**src/hw/rtl/indexed_ordered_list_engine_unit_assert.svh**
```systemverilog
// Assertion macros used by the ordered list engine top level.
`ifndef INDEXED_ORDERED_LIST_ENGINE_UNIT_ASSERT_SVH
`define INDEXED_ORDERED_LIST_ENGINE_UNIT_ASSERT_SVH

`ifndef SYNTH
`define IOLE_ASSERT_ALWAYS(lbl, expr) \
   lbl: assert property (@(posedge clock) disable iff (reset) (expr)) \
      else $error("ordered list engine check failed");
`define IOLE_ASSERT_SAME(lbl, ante, cons) \
   lbl: assert property (@(posedge clock) disable iff (reset) (ante) |-> (cons)) \
      else $error("ordered list engine check failed");
`define IOLE_ASSERT_NEXT(lbl, ante, cons) \
   lbl: assert property (@(posedge clock) disable iff (reset) (ante) |=> (cons)) \
      else $error("ordered list engine check failed");
`else
`define IOLE_ASSERT_ALWAYS(lbl, expr)
`define IOLE_ASSERT_SAME(lbl, ante, cons)
`define IOLE_ASSERT_NEXT(lbl, ante, cons)
`endif

`endif

```
**src/hw/rtl/iole_pkg.sv**
```systemverilog
// Types and constants shared by the ordered list engine modules.
`timescale 1ns / 1ps
package iole_pkg;

   localparam int CAPACITY   = 64;
   localparam int DATA_W     = 32;
   localparam int CNT_W      = $clog2(CAPACITY + 1);
   localparam int POS_W      = 7;
   localparam int REQ_W      = 3;
   localparam int ST_W       = 2;
   localparam int GROUP_SIZE = 8;
   localparam int NGROUP     = CAPACITY / GROUP_SIZE;
   localparam int GRP_IDX_W  = $clog2(GROUP_SIZE);

   localparam logic [REQ_W-1:0] REQ_PUSH_FRONT = 3'd0;
   localparam logic [REQ_W-1:0] REQ_PUSH_BACK  = 3'd1;
   localparam logic [REQ_W-1:0] REQ_POP_FRONT  = 3'd2;
   localparam logic [REQ_W-1:0] REQ_POP_BACK   = 3'd3;
   localparam logic [REQ_W-1:0] REQ_INSERT     = 3'd4;
   localparam logic [REQ_W-1:0] REQ_REMOVE     = 3'd5;
   localparam logic [REQ_W-1:0] REQ_FIND       = 3'd6;

   localparam logic [ST_W-1:0] ST_OK    = 2'd0;
   localparam logic [ST_W-1:0] ST_EMPTY = 2'd1;
   localparam logic [ST_W-1:0] ST_FULL  = 2'd2;
   localparam logic [ST_W-1:0] ST_RANGE = 2'd3;

   typedef enum logic [1:0] {
      CELL_HOLD,
      CELL_INSERT,
      CELL_REMOVE
   } cell_op_type;

   typedef struct packed {
      cell_op_type        op;
      logic [CNT_W-1:0]   at;
      logic [DATA_W-1:0]  value;
      logic [CNT_W-1:0]   count;
      logic [CNT_W-1:0]   last_at;
      logic               capture;
   } cell_ctrl_type;

   typedef struct packed {
      logic [DATA_W-1:0]  data;
      logic               match;
      logic               last;
   } cell_view_type;

   typedef struct packed {
      logic                  any;
      logic [GRP_IDX_W-1:0]  idx;
      logic [DATA_W-1:0]     back;
   } grp_sum_type;

endpackage

```
**src/hw/rtl/iole_cell.sv**
```systemverilog
// One storage cell of the list: holds a word and shifts with its neighbors.
`timescale 1ns / 1ps
module iole_cell (
   input  logic                         clock,
   input  logic [iole_pkg::CNT_W-1:0]   cell_index,
   input  iole_pkg::cell_ctrl_type      ctrl,
   input  logic [iole_pkg::DATA_W-1:0]  left_data,
   input  logic [iole_pkg::DATA_W-1:0]  right_data,
   output iole_pkg::cell_view_type      view
);
   import iole_pkg::*;

   logic [DATA_W-1:0] data_ff;
   logic [DATA_W-1:0] data_in;
   logic              match_ff;
   logic              match_in;

   always_comb begin
      data_in = data_ff;
      case (ctrl.op)
         CELL_INSERT: begin
            if (cell_index == ctrl.at) begin
               data_in = ctrl.value;
            end else if (cell_index > ctrl.at) begin
               data_in = left_data;
            end
         end
         CELL_REMOVE: begin
            if (cell_index >= ctrl.at) begin
               data_in = right_data;
            end
         end
         default: data_in = data_ff;
      endcase
   end

   assign match_in = ctrl.capture ? ((data_ff == ctrl.value) && (cell_index < ctrl.count))
                                  : match_ff;

   always_ff @(posedge clock) begin
      data_ff  <= data_in;
      match_ff <= match_in;
   end

   assign view.data  = data_ff;
   assign view.match = match_ff;
   assign view.last  = (cell_index == ctrl.last_at);

endmodule

```
**config.mk**
```make
export PLATFORM = sky130hd
export DESIGN_NAME = iole_cell
export DESIGN_NICKNAME = d
export VERILOG_FILES = /design/src/hw/rtl/indexed_ordered_list_engine_unit_assert.svh /design/src/hw/rtl/iole_pkg.sv /design/src/hw/rtl/iole_cell.sv
export SDC_FILE = /design/constraint.sdc
export NUM_CORES = 1
export LEC_CHECK = 0
export BUFFER_PORTS_ARGS = -buffer_cell sky130_fd_sc_hd__clkbuf_2
export CELL_PAD_IN_SITES_DETAIL_PLACEMENT = 0
export CELL_PAD_IN_SITES_GLOBAL_PLACEMENT = 1
export CORE_MARGIN = 2
export CORE_UTILIZATION = 33
export DETAILED_ROUTE_END_ITERATION = 6
export GPL_ROUTABILITY_DRIVEN = 0
export PLACE_DENSITY_LB_ADDON = 0.1
export SLEW_MARGIN = 15
export SYNTH_ARGS = -nofsm -noshare
export SYNTH_HDL_FRONTEND = slang
export SYNTH_SLANG_ARGS = --single-unit
```
**constraint.sdc**
```tcl
create_clock -name clock -period 7.2 [get_ports clock]
set_input_delay 1.44 -clock clock [delete_from_list [all_inputs] [get_ports clock]]
set_output_delay 1.44 -clock clock [all_outputs]
set_load 0.005 [all_outputs]
```
# Word-level counts from Yosys, hierarchy flattened
# Cells that the tools add are included.
# totals
ff_bits	33
latchBits	0
ram_bits	0
mem_bits_ro	0
word_cells	19
n_memories	0
# classes
add_sub_neg	0
multipliers	0
div	0
n_lt_le_gt_ge	3
eq_ne	7
shifts	0
n_mux	4
n_bitwise	0
n_reduce_logical	3
# op_table
op	n
$mux 32	3
$pmux 32 s2	1
$eq 32x32->1	1
$eq 7x7->1	2
$ge 7x7->1	1
$gt 7x7->1	1
$lt 7x7->1	1
$ne 3x3->1 const B	1
$reduce_and 3->1	1
$eq 2x1->1 const B	1
$eq 2x2->1 const B	1
$ne 2x2->1 const B	1
$reduce_bool 2->1	1
$logic_and 1x1->1	1

# Logic depth before layout (Yosys ltp)
# depth
word_depth	4
depth_mapped	7
mapped_depth_nobuf	7

# Worst setup path before layout
# Ideal clock, no wire load.
# synth_timing
path_kind	in2out
from	input port ctrl[7] (netlist bit)
to	output port view[0] (netlist bit)
t_arrival_ns	1.894
required_time_ns	5.760
setup_slack_ns	3.866
cell_stages	2
n_path_buf	0
path_cell_list	xor2_1 -> nor4_1
# synth_lines
element	line_no	source
from (decl)	iole_cell.sv:6	input iole_pkg::cell_ctrl_type ctrl,
to (decl)	iole_cell.sv:9	output iole_pkg::cell_view_type view

==> run_results.csv <==
group,metric,value,unit
die,core,7292,um^2
power,powerDensity,153.7,nW/um^2
synth,synth_async_sr_flop_share,0,%
power,pwr-share-seq,46.9,%
finish,areaGrowthSynthToFinish,38.67,%
synth,ys_warn_count,0,
drt,totalWireLength,6.875,mm
synth,synthesis.nets,380,
timing,max_clock_freq,278.6,MHz
power,switching_share,29.37,%
timing,period_share,49.86,%
timing,rsz0062_at_grt,"no",
cts,cts_setup_buffers,0,
synth,netlist_top_cells_count,"34 x xor2_1, 33 x edfxtp_1, 33 x nand2_1, 32 x mux2i_1, 19 x o21ai_1",
cts,ctsHoldBuffers,0,
placed_design,port_buffers,161,
worst_setup_path,cp.arrival,2.15,ns
worst_hold_path,hp-class,"reg2reg",
synth,synth.most_common_cell,"xor2_1",
global_routing,grt.overflow.total,0,
synth,ys_types,28,
timing,max-slew-margin-rel,54.31,%
power,p_int,375.0,uW
cts,insertion_delay,0.29,ns
drt,drt_pass1_iterations,4,
drt,ant_nets,0,
die,die_w,90.89,um
worst_setup_path,critPathLaunchType,"primary input",
die,num_rows,31,
timing,tightest_slew,0.6853,ns
drt,avgViaCountPerCell,4.521,
synth,syn_area_per_cell,10.42,um^2
power,finalPower,531.0,uW
finish,n_antenna_cell,0,
global_routing,grt_pass1_vias,2242,
power,p_comb_share,26.4,%
timing,fin_worst_skew,0.007246,ns
cts,htree_levels,2,
synth,ys_ff_latch,33,
cts,cts_tree,"built",
cts,postCtsResizedCells,0,
global_routing,grt_usage,16.52,%
die,pin_count,162,
cts,clkTransAtPathRegs,0.08,ns
power,pwr-share-clk,26.6,%
finish,drive_above_1_share,46.75,%
cts,clk_path_buf_depth,2,
cts,clock-sinks,33,
timing,setup_viol,0,
synth,post-synth-top-area-fraction,39.78,%
synth,synth_edf_count,33,
cts,cts_buffers,5,
synth,ys_seq_area_share,39.78,%
worst_setup_path,end_kind,"output pin",
power,power_leakage,0.001576,uW
timing,hold_violations,0,
run,maxCapViolations,0,
finish,num-fill-cells,763,
die,die-height,90.89,um
cts,cts_root_buf,"clkbuf_8",
global_routing,grt_pass1_wl,10.80,mm
finish,final_net_count,540,
worst_setup_path,crit_required,5.76,ns
drt,vias,2256,
synth,synth_ff_type,"edfxtp_1",
timing,timing.setup.tns,0,ns
worst_setup_path,path_class,"in2out",
synth,netlist_area,2491,um^2
synth,yosysTopAreaCell,"edfxtp_1",
drt,drc,0,
power,p_sw,156.0,uW
worst_setup_path,cp_max_fo,3,
timing,slew_violations,0,
drt,wl_per_cell,13.78,um
power,ir_drop,94.30,uV
synth,synth.area.top_cells,"edfxtp_1 40%, mux2i_1 13%, xor2_1 12%",
timing,fin_crit,3.590,ns
global_routing,grt_start_max_net_pins,65,
die,initial_utilization,34.16,%
global_routing,antenna_found_initial,0,
drt,drt_iter0_drc,55,
die,dieArea,8260,um^2
outcome,run_status,"completed",
synth,syn-instance-count,239,
placed_design,dp_hpwl,5.453,mm
## per-layer routing
layer	track usage (%)	share of wire, %	routed length, um
met5	0	0	0
met4	4.167	1.1	73
met3	4.591	7.5	516
met2	28.05	48	3324
met1	20.76	43	2961
## registers in the layout, summed over array words and instances, names as in the netlist
name / count
data_ff: 32
match_ff: 1
## logic make-up (layout without fill, tap and decap cells)
logic type / after synthesis / in the layout / synth area share, %
mux: 32 / 32 / 12.86
compound gates: 45 / 45 / 11.55
flops: 33 / 33 / 39.78
buf+inv: 24 / 185 / 5.273
fa+ha+maj: 13 / 13 / 6.530
xor+xnor: 39 / 39 / 13.71
simple gates: 53 / 53 / 10.30
## power by group through the flow
stage	logic (uW)	clock network, uW	registers (uW)
5_1_grt	158	155	252
2_1_floorplan	65.0	0	255
6_report	140	141	249
4_1_cts	144	149	250
3_3_place_gp	143	0	253
3_5_place_dp	143	0	254
## cell usage in the layout (no fill, tap or decap), types with 5 or more instances in the layout
cell type | synthesis | layout
edfxtp_1 | 33 | 33
mux2i_1 | 32 | 32
nand2_1 | 33 | 33
clkbuf_2 | 1 | 161
a21oi_1 | 5 | 5
clkbuf_8 | 0 | 5
nor4_1 | 8 | 8
o21ai_2 | 11 | 11
xor2_1 | 34 | 34
inv_1 | 13 | 13
o21ai_1 | 19 | 19
ha_1 | 13 | 13
xnor2_1 | 5 | 5
## critical path, stage by stage
cell      delay (ns)
clkbuf_2        0.10
xnor2_1         0.16
nand4_1         0.10
nor4_1          0.18
clkbuf_2        0.16
## through the flow
| step | worst slack, ns | hold WS (ns) | cell area [um^2] | util (%) | std cells |
|---|---|---|---|---|---|
| 2_1_floorplan | 3.866 | 0.7223 | 2491 | - | 239 |
| 3_3_place_gp | 3.629 | 0.7837 | 3368 | 46.19 | 491 |
| 3_5_place_dp | 3.612 | 0.7890 | 3368 | 46.19 | 491 |
| 4_1_cts | 3.612 | 0.7922 | 3455 | 47.37 | 499 |
| 5_1_grt | 3.517 | 0.8342 | 3455 | 47.37 | 499 |
| 6_report | 3.610 | 0.7853 | 3455 | 47.37 | 499 |
## worst paths after layout
kind                                     from       end  slack (ns)  cells after the start
worst min-delay path              data_ff[28]  match_ff        0.79                      3
worst max register to register    data_ff[25]  match_ff        5.51                      4
worst max-delay path            cell_index[0]   view[0]        3.61                      5
worst min register to register    data_ff[28]  match_ff        0.79                      3
## cell type report
cell class / count / area (um^2) / share of cell area, %
multi-input combinational: 182 / 1376 / 39.84
sequential: 33 / 991.0 / 28.69
timing repair buffer: 164 / 828.3 / 23.98
tap: 99 / 123.9 / 3.586
clock buffer: 5 / 68.82 / 1.992
inverter: 13 / 48.80 / 1.413
clock inverter: 3 / 17.52 / 0.5071
No activity file was read; power rests on OpenSTA's default activity.
