`config.mk`:
```
export PLATFORM = sky130hd
export DESIGN_NAME = iole_group
export DESIGN_NICKNAME = d
export VERILOG_FILES = /design/src/hw/rtl/indexed_ordered_list_engine_unit_assert.svh /design/src/hw/rtl/iole_pkg.sv /design/src/hw/rtl/iole_group.sv
export SDC_FILE = /design/constraint.sdc
export NUM_CORES = 1
export LEC_CHECK = 0
export ABC_CLOCK_PERIOD_IN_PS = 1250
export BUFFER_PORTS_ARGS = -buffer_cell sky130_fd_sc_hd__buf_2
export CORE_AREA = 2 2 118 120
export CTS_BUF_LIST = sky130_fd_sc_hd__clkbuf_16
export DETAILED_ROUTE_END_ITERATION = 10
export DIE_AREA = 0 0 120 122
export PLACE_DENSITY = 0.46
export RECOVER_POWER = 25
export SLEW_MARGIN = 20
export SYNTH_ARGS = -nofsm -noshare
export SYNTH_HDL_FRONTEND = slang
export SYNTH_SLANG_ARGS = --single-unit
```
`constraint.sdc`:
```
create_clock -name clock -period 1.25 [get_ports clock]
set_input_delay 0.1875 -clock clock [delete_from_list [all_inputs] [get_ports clock]]
set_output_delay 0.1875 -clock clock [all_outputs]
set_load 0.05 [all_outputs]
```
`src/hw/rtl/indexed_ordered_list_engine_unit_assert.svh`:
```
// Assertion macros used by the ordered list engine top level.
`ifndef INDEXED_ORDERED_LIST_ENGINE_UNIT_ASSERT_SVH
`define INDEXED_ORDERED_LIST_ENGINE_UNIT_ASSERT_SVH

`ifndef SYNTH
`define IOLE_ASSERT_ALWAYS(lbl, expr) \
   lbl: assert property (@(posedge clock) disable iff (reset) (expr)) \
      else $error("ordered list engine check failed");
`define IOLE_ASSERT_SAME(lbl, ante, cons) \
   lbl: assert property (@(posedge clock) disable iff (reset) (ante) |-> (cons)) \
      else $error("ordered list engine check failed");
`define IOLE_ASSERT_NEXT(lbl, ante, cons) \
   lbl: assert property (@(posedge clock) disable iff (reset) (ante) |=> (cons)) \
      else $error("ordered list engine check failed");
`else
`define IOLE_ASSERT_ALWAYS(lbl, expr)
`define IOLE_ASSERT_SAME(lbl, ante, cons)
`define IOLE_ASSERT_NEXT(lbl, ante, cons)
`endif

`endif

```
`src/hw/rtl/iole_pkg.sv`:
```
// Types and constants shared by the ordered list engine modules.
`timescale 1ns / 1ps
package iole_pkg;

   localparam int CAPACITY   = 64;
   localparam int DATA_W     = 32;
   localparam int CNT_W      = $clog2(CAPACITY + 1);
   localparam int POS_W      = 7;
   localparam int REQ_W      = 3;
   localparam int ST_W       = 2;
   localparam int GROUP_SIZE = 8;
   localparam int NGROUP     = CAPACITY / GROUP_SIZE;
   localparam int GRP_IDX_W  = $clog2(GROUP_SIZE);

   localparam logic [REQ_W-1:0] REQ_PUSH_FRONT = 3'd0;
   localparam logic [REQ_W-1:0] REQ_PUSH_BACK  = 3'd1;
   localparam logic [REQ_W-1:0] REQ_POP_FRONT  = 3'd2;
   localparam logic [REQ_W-1:0] REQ_POP_BACK   = 3'd3;
   localparam logic [REQ_W-1:0] REQ_INSERT     = 3'd4;
   localparam logic [REQ_W-1:0] REQ_REMOVE     = 3'd5;
   localparam logic [REQ_W-1:0] REQ_FIND       = 3'd6;

   localparam logic [ST_W-1:0] ST_OK    = 2'd0;
   localparam logic [ST_W-1:0] ST_EMPTY = 2'd1;
   localparam logic [ST_W-1:0] ST_FULL  = 2'd2;
   localparam logic [ST_W-1:0] ST_RANGE = 2'd3;

   typedef enum logic [1:0] {
      CELL_HOLD,
      CELL_INSERT,
      CELL_REMOVE
   } cell_op_type;

   typedef struct packed {
      cell_op_type        op;
      logic [CNT_W-1:0]   at;
      logic [DATA_W-1:0]  value;
      logic [CNT_W-1:0]   count;
      logic [CNT_W-1:0]   last_at;
      logic               capture;
   } cell_ctrl_type;

   typedef struct packed {
      logic [DATA_W-1:0]  data;
      logic               match;
      logic               last;
   } cell_view_type;

   typedef struct packed {
      logic                  any;
      logic [GRP_IDX_W-1:0]  idx;
      logic [DATA_W-1:0]     back;
   } grp_sum_type;

endpackage

```
`src/hw/rtl/iole_group.sv`:
```
// Registered reduction over one group of cells: first match and tail word.
`timescale 1ns / 1ps
module iole_group (
   input  logic                                                 clock,
   input  iole_pkg::cell_view_type [iole_pkg::GROUP_SIZE-1:0]  views,
   output iole_pkg::grp_sum_type                                sum
);
   import iole_pkg::*;

   grp_sum_type sum_ff;
   grp_sum_type sum_in;

   always_comb begin
      sum_in.any  = 1'b0;
      sum_in.idx  = '0;
      sum_in.back = '0;
      for (int i = GROUP_SIZE - 1; i >= 0; i--) begin
         if (views[i].match) begin
            sum_in.any = 1'b1;
            sum_in.idx = GRP_IDX_W'(i);
         end
      end
      for (int i = 0; i < GROUP_SIZE; i++) begin
         sum_in.back = sum_in.back | (views[i].data & {DATA_W{views[i].last}});
      end
   end

   always_ff @(posedge clock) begin
      sum_ff <= sum_in;
   end

   assign sum = sum_ff;

endmodule

```
Word-level counts from Yosys, hierarchy flattened
Cells that the tools add are included.
Widths: inputs -> output; s select.
Storage, ports and cells
  output and inout port bits: 36
  input port bits: 273
  register bits: 36
Operators by class
  muxes and demuxes: 7
  bitwise operators: 15
  reductions and logical operators: 3
Operators by type and width (count)
  $and 32x32->32: 8
  $or 32x32->32: 7
  $mux 3: 3
  $reduce_or 7->1: 1
  $mux 2: 2
  $mux 4: 1
  $reduce_or 4->1: 1
  $reduce_or 2->1: 1
  $mux 1: 1

Longest topological paths before layout
Gate-level depths: netlist (run 1).
  depth after elaboration: 8
  mapped depth: 3
  gate-level depth less buffers: 3

Least setup slack after synthesis (run 1)
OpenSTA, ideal clock, no wires.
  path kind: register to output
  start point: reg sum_ff (netlist bit sum[0])
  end point: out sum[0] (netlist bit)
  arrival: 587 ps
  path buffers: 0
  path slack: 475 ps
  data required time: 1062 ps
  cell stages (with the launch flop): 1
  cell sequence: dfxtp_1
RTL lines
  from (decl): line iole_group.sv:10  | grp_sum_type sum_ff;
  from (signal assigned): line iole_group.sv:29  | sum_ff <= sum_in;
  to (decl): line iole_group.sv:6  | output iole_pkg::grp_sum_type sum
No word-level cell between the ends.

Worst setup path in the final report (run 1)
  start point: reg sum_ff (netlist bit sum[3])
  end point: out sum[3] (netlist bit)
No word-level cell between the ends.

==> metrics, run 1 <==
Net Count, Synth between 500 and 600; status finished clean; fraction of layout cells with a size suffix above 1 between 50 and 60%; total CTS buffers 5; synth top area cells a22oi_1, dfxtp_1, nand4_1; post-placement worst setup slack -0.00684 ns; Max Fanout on Critical Path 1; Tcrit/Tclk final between 80% and 90%; Post-CTS Setup Inserts 0; hold buffer count at CTS 0; number of fill cells in the layout 1505; post-route ant nets 0; first-pass GRT wire length around 18000 µm; Port Buffer Count between 300 and 400; Final Cell Area 3890 µm²; combinational power share 32.8%; register area a little over 700 µm²; Crit. End Element output port; top post-synthesis cells by count a22oi_1, dfxtp_1, nand4_1, buf_2, buf_6; TritonCTS Sinks 36; final WL around 12000 µm; Hold Startpoint views[35]; Peak Freq slightly above 900 MHz; Slew HR a little under half; Initial DRC Count between 150 and 200; Max Cap Viol 0; Avg Synthesized Cell Area around 9 µm²; hold-critical path depth 2; cell family with most CP delay flip-flops; Yosys reg bits 36; H-tree depth 2; power share of the clock group 33.5%; Synth Instances 234; Worst-path clk slew 0.06 ns; area of the multi-input gates about 1200 µm²; Net Sw Frac approximately 33%; Least-Margin Pin Slew between 0.7 and 0.8 ns; Final min period 1.07 ns; cell-internal power roughly 0.0025 W; EDFF count, synth 0; final slew viol count 0; NetSw roughly 0.0012 W; final hold viol count 0; height of the die 122 µm; row count 43; crit path launch sum[3]$_DFF_P_; Initial Util between 10% and 20%; Netlist cell types 15; worst hold margin 0.115 ns; vias per cell 4.79; Setup violations, final 0; Ports roughly 300; Seq pwr share 33.7%; Worst EP required approximately 1.1 ns; Die Width around 120 µm; area share of the largest cell type after synthesis approximately 45%; TritonCTS clock tree done; CORE AREA around 14000 µm²; post-DP HPWL ~9400 µm; Critical Path AT between 0.8 and 0.9 ns; drt pass-1 iters 4; die area roughly 15000 µm²; post-synth design cell area around 2100 µm²; CP Cell Sequence buf_2; RePlAce Congestion approximately 0.84; root buf cell clkbuf_16; via count between 3000 and 4000; Top FF cell, synth dfxtp_1; gr ovfl total 0; initial antenna violation count 1; min-delay worst type in -> reg; largest net degree at the start of global routing 33; Seq/Total Area, Yosys between 30% and 40%; WP buf/inv 1; WL/cell about 17 µm; post-cts sizing count 0; vias in the first global route 3349; final worst slack approximately 0.18 ns; critical path's slowest cell dfxtp_1; layout net count 799; startpoint types flip-flop; top cell type by total area after synthesis a22oi_1; unrepaired setup endpoints after global routing false; asr flop ratio synth 0%; placed cell area 3750 µm²; max reg flops 36; P per Cell Area between 900 and 1000 nW/µm²; slowest cell delay on critical path around 0.33 ns; kind of critical path reg -> out; Pleak ~1.9 nW; clock buffer depth 2; most frequent cell after synthesis a22oi_1; drt drc 0; Ys Warns 0; area delta synth->final 81.8%; Peak VDD IR ~0.4 mV; Hold EP sum[33]$_SDFF_PP0_; total track usage between 10% and 20%
how the worst max path moves through the flow:
stage / end / slack (ns) / cells past startpoint
2_1_floorplan: sum[0] / 0.48 / 0
3_3_place_gp: sum[11]$_DFF_P_ / -0.009 / 4
3_5_place_dp: sum[29]$_DFF_P_ / -0.007 / 3
4_1_cts: sum[28] / 0.14 / 1
5_1_grt: sum[3] / 0.13 / 1
6_report: sum[3] / 0.18 / 1
metrics by stage:
stage               util [%]  instances  total power, W  TNS [ns]
detailed placement      27.8        699         0.00245   -0.0118
floorplan                  -        234         0.00186         0
global placement        27.8        699         0.00244  -0.00912
finish                  28.8        708         0.00364         0
CTS                     28.8        707         0.00372         0
global route            28.8        708         0.00386         0
layout by cell type (no fill, tap or decap):
cell type  instances
nand4_1           32
nor2b_1            2
nor4_2             1
dfxtp_1           36
clkinv_2           2
diode_2            1
buf_2            305
o41ai_1            1
a211oi_1           1
a22oi_1          128
inv_1              1
nor2_1             3
o21ai_0            1
nor4_1             1
a21oi_1            2
clkbuf_16          5
buf_12             1
nand2_1            1
clkbuf_2           1
clkbuf_1           2
clkinv_1           1
routing by layer:
layer / global-route usage [%] / wire [µm] / up-vias
li1: - / - / 1595
met1: 17.6 / 4520 / 1553
met2: 28.3 / 6300 / 228
met3: 3.60 / 1130 / 18
met4: 5.44 / 245 / 0
met5: 0 / 0 / -
logic make-up (layout without fill, tap and decap cells):
family	count (synthesis)	count (layout)	share of synthesized area, %
AO/OA/AOI/OAI	133	133	46.4
buffers and inverters	25	318	8.42
flip-flops	36	36	33.7
other	0	1	0
AND/OR/NAND/NOR	40	40	11.5
layout make-up:
| cell class | instances | share of cell area, % |
|---|---|---|
| Timing Repair Buffer | 309 | 40.1 |
| Multi-Input combinational cell | 173 | 31.9 |
| Sequential cell | 36 | 18.5 |
| Tap cell | 180 | 5.79 |
| Clock buffer | 5 | 3.22 |
| Clock inverter | 3 | 0.354 |
| Inverter | 1 | 0.0965 |
| Antenna cell | 1 | 0.0644 |
power by group through the flow:
stage | Clock [W] | Sequential (W) | Combinational (W)
2_1_floorplan | 0 | 0.00148 | 0.000374
3_3_place_gp | 0 | 0.00125 | 0.00119
3_5_place_dp | 0 | 0.00125 | 0.00120
4_1_cts | 0.00129 | 0.00123 | 0.00120
5_1_grt | 0.00134 | 0.00123 | 0.00129
6_report | 0.00122 | 0.00123 | 0.00119
No activity file was read; power rests on OpenSTA's default activity.
==> run 2: changes to the inputs <==
- GPL_TIMING_DRIVEN: not set -> 0
==> run 2 against run 1 <==
Sequential cell count unchanged. Sequential power about the same. Worst setup slack worse by 0.020 ns. Combinational power up 7%. Via count up 2.7%. Global-route usage up 3.0 points. Sequential share of layout area down 0.70 points. Non-clock buffer count up 23. Worst hold slack worse by 0.0072 ns. Clock power about the same. Critical path depth unchanged.
==> metrics, run 2 (synthesized netlist as in run 1, its figures left out) <==
CORE AREA ~14000 µm²; Least-Margin Pin Slew roughly 0.7 ns; initial antenna violation count 1; hold-critical path depth 2; TritonCTS Sinks 36; vias per cell roughly 4.8; Final Cell Area 4040 µm²; Crit. End Element output port; root buf cell clkbuf_16; CP Cell Sequence buf_2; clock buffer depth 2; TritonCTS clock tree done; Port Buffer Count 308; area of the multi-input gates around 1200 µm²; first-pass GRT wire length about 20000 µm; Tcrit/Tclk final between 80% and 90%; fraction of layout cells with a size suffix above 1 just over 60%; Crit path depth 1; Ports approximately 300; Post-CTS Setup Inserts 0; commonest cells after routing, fill and taps aside buf_2, a22oi_1, dfxtp_1, nand4_1, buf_6; Worst EP required between 1 and 1.5 ns; Max Cap Viol 0; critical path's slowest cell dfxtp_1; drt pass-1 iters 4; WP buf/inv 1; cell family with most CP delay flip-flops; gr ovfl total 0; CP endpoint sum[3]; Worst-path clk slew roughly 0.06 ns; final hold viol count 0; die area about 15000 µm²; number of fill cells in the layout 1528; post-DP HPWL approximately 12000 µm; largest net degree at the start of global routing 12; Die Width 120 µm; RePlAce Congestion 0.823; final slew viol count 0; worst hold margin roughly 0.11 ns; row count between 40 and 50; placed cell area between 3000 and 4000 µm²; vias in the first global route between 3000 and 4000; Post-Layout Cell Count 731; startpoint types flip-flop; Initial DRC Count 173; final core utilization roughly 30%; status finished clean; height of the die ~120 µm; crit path launch sum[3]$_DFF_P_; Critical Path AT around 0.9 ns; Initial Util about 16%; H-tree depth 2; final WL 14200 µm; Max Fanout on Critical Path 1; most common cell after layout, fill and taps aside buf_2; register area between 700 and 800 µm²; slowest cell delay on critical path 0.35 ns; WL/cell 19.5 µm; post-route ant nets 0; max reg flops 36; total CTS buffers 5; unrepaired setup endpoints after global routing false; post-cts sizing count 0; P per Cell Area 926 nW/µm²; Pleak 2.02 nW; Slew HR ~53%; layout net count 822; Peak VDD IR between 0.3 and 0.4 mV; min-delay worst type in -> reg; via count about 3500; Setup violations, final 0; number of placed cells counting well taps 722; drt drc 0; hold buffer count at CTS 0; total track usage ~18%; Final min period 1.09 ns; Peak Freq between 900 and 1000 MHz; area delta synth->final 88.9%; kind of critical path reg -> out
run 2: worst min-delay path by stage:
stage	startpoint	end	slack, ns
6_report	views[35]	sum[33]$_SDFF_PP0_	0.11
3_5_place_dp	views[35]	sum[33]$_SDFF_PP0_	0.41
4_1_cts	views[35]	sum[33]$_SDFF_PP0_	0.09
5_1_grt	views[35]	sum[33]$_SDFF_PP0_	0.10
3_3_place_gp	views[35]	sum[33]$_SDFF_PP0_	0.40
2_1_floorplan	views[1]	sum[33]$_SDFF_PP0_	0.26
run 2: layer usage:
metal  track usage (%)  share of wire (%)  vias to the layer above
met2              32.2                 49                      228
met3              4.92                8.7                       24
li1                  -                  -                     1649
met5                 0                  0                        -
met4              7.57                2.7                        0
met1              21.4                 40                     1584
run 2: final cells by class:
cell class              instances  share of cell area [%]
repair buffers                308                    38.0
flip-flops and latches         36                    17.8
diodes                          1                  0.0619
inverters                       1                  0.0929
multi-input cells             173                    30.7
well taps                     180                    5.57
clock buffers                   5                    3.10
plain buffers                  24                    4.30
clock inverters                 3                   0.341
run 2: metrics by stage:
step	setup TNS [ns]	power [W]	setup slack, ns
3_5_place_dp	-0.0440	0.00253	-0.0440
2_1_floorplan	0	0.00186	0.475
6_report	0	0.00374	0.159
3_3_place_gp	-0.000185	0.00253	-0.000185
4_1_cts	0	0.00383	0.143
5_1_grt	0	0.00397	0.103
run 2: where the power goes:
group          internal [W]  total, W  switching (W)
registers           0.00121   0.00123      0.0000136
logic              0.000557   0.00127       0.000714
clock network      0.000725   0.00124       0.000520
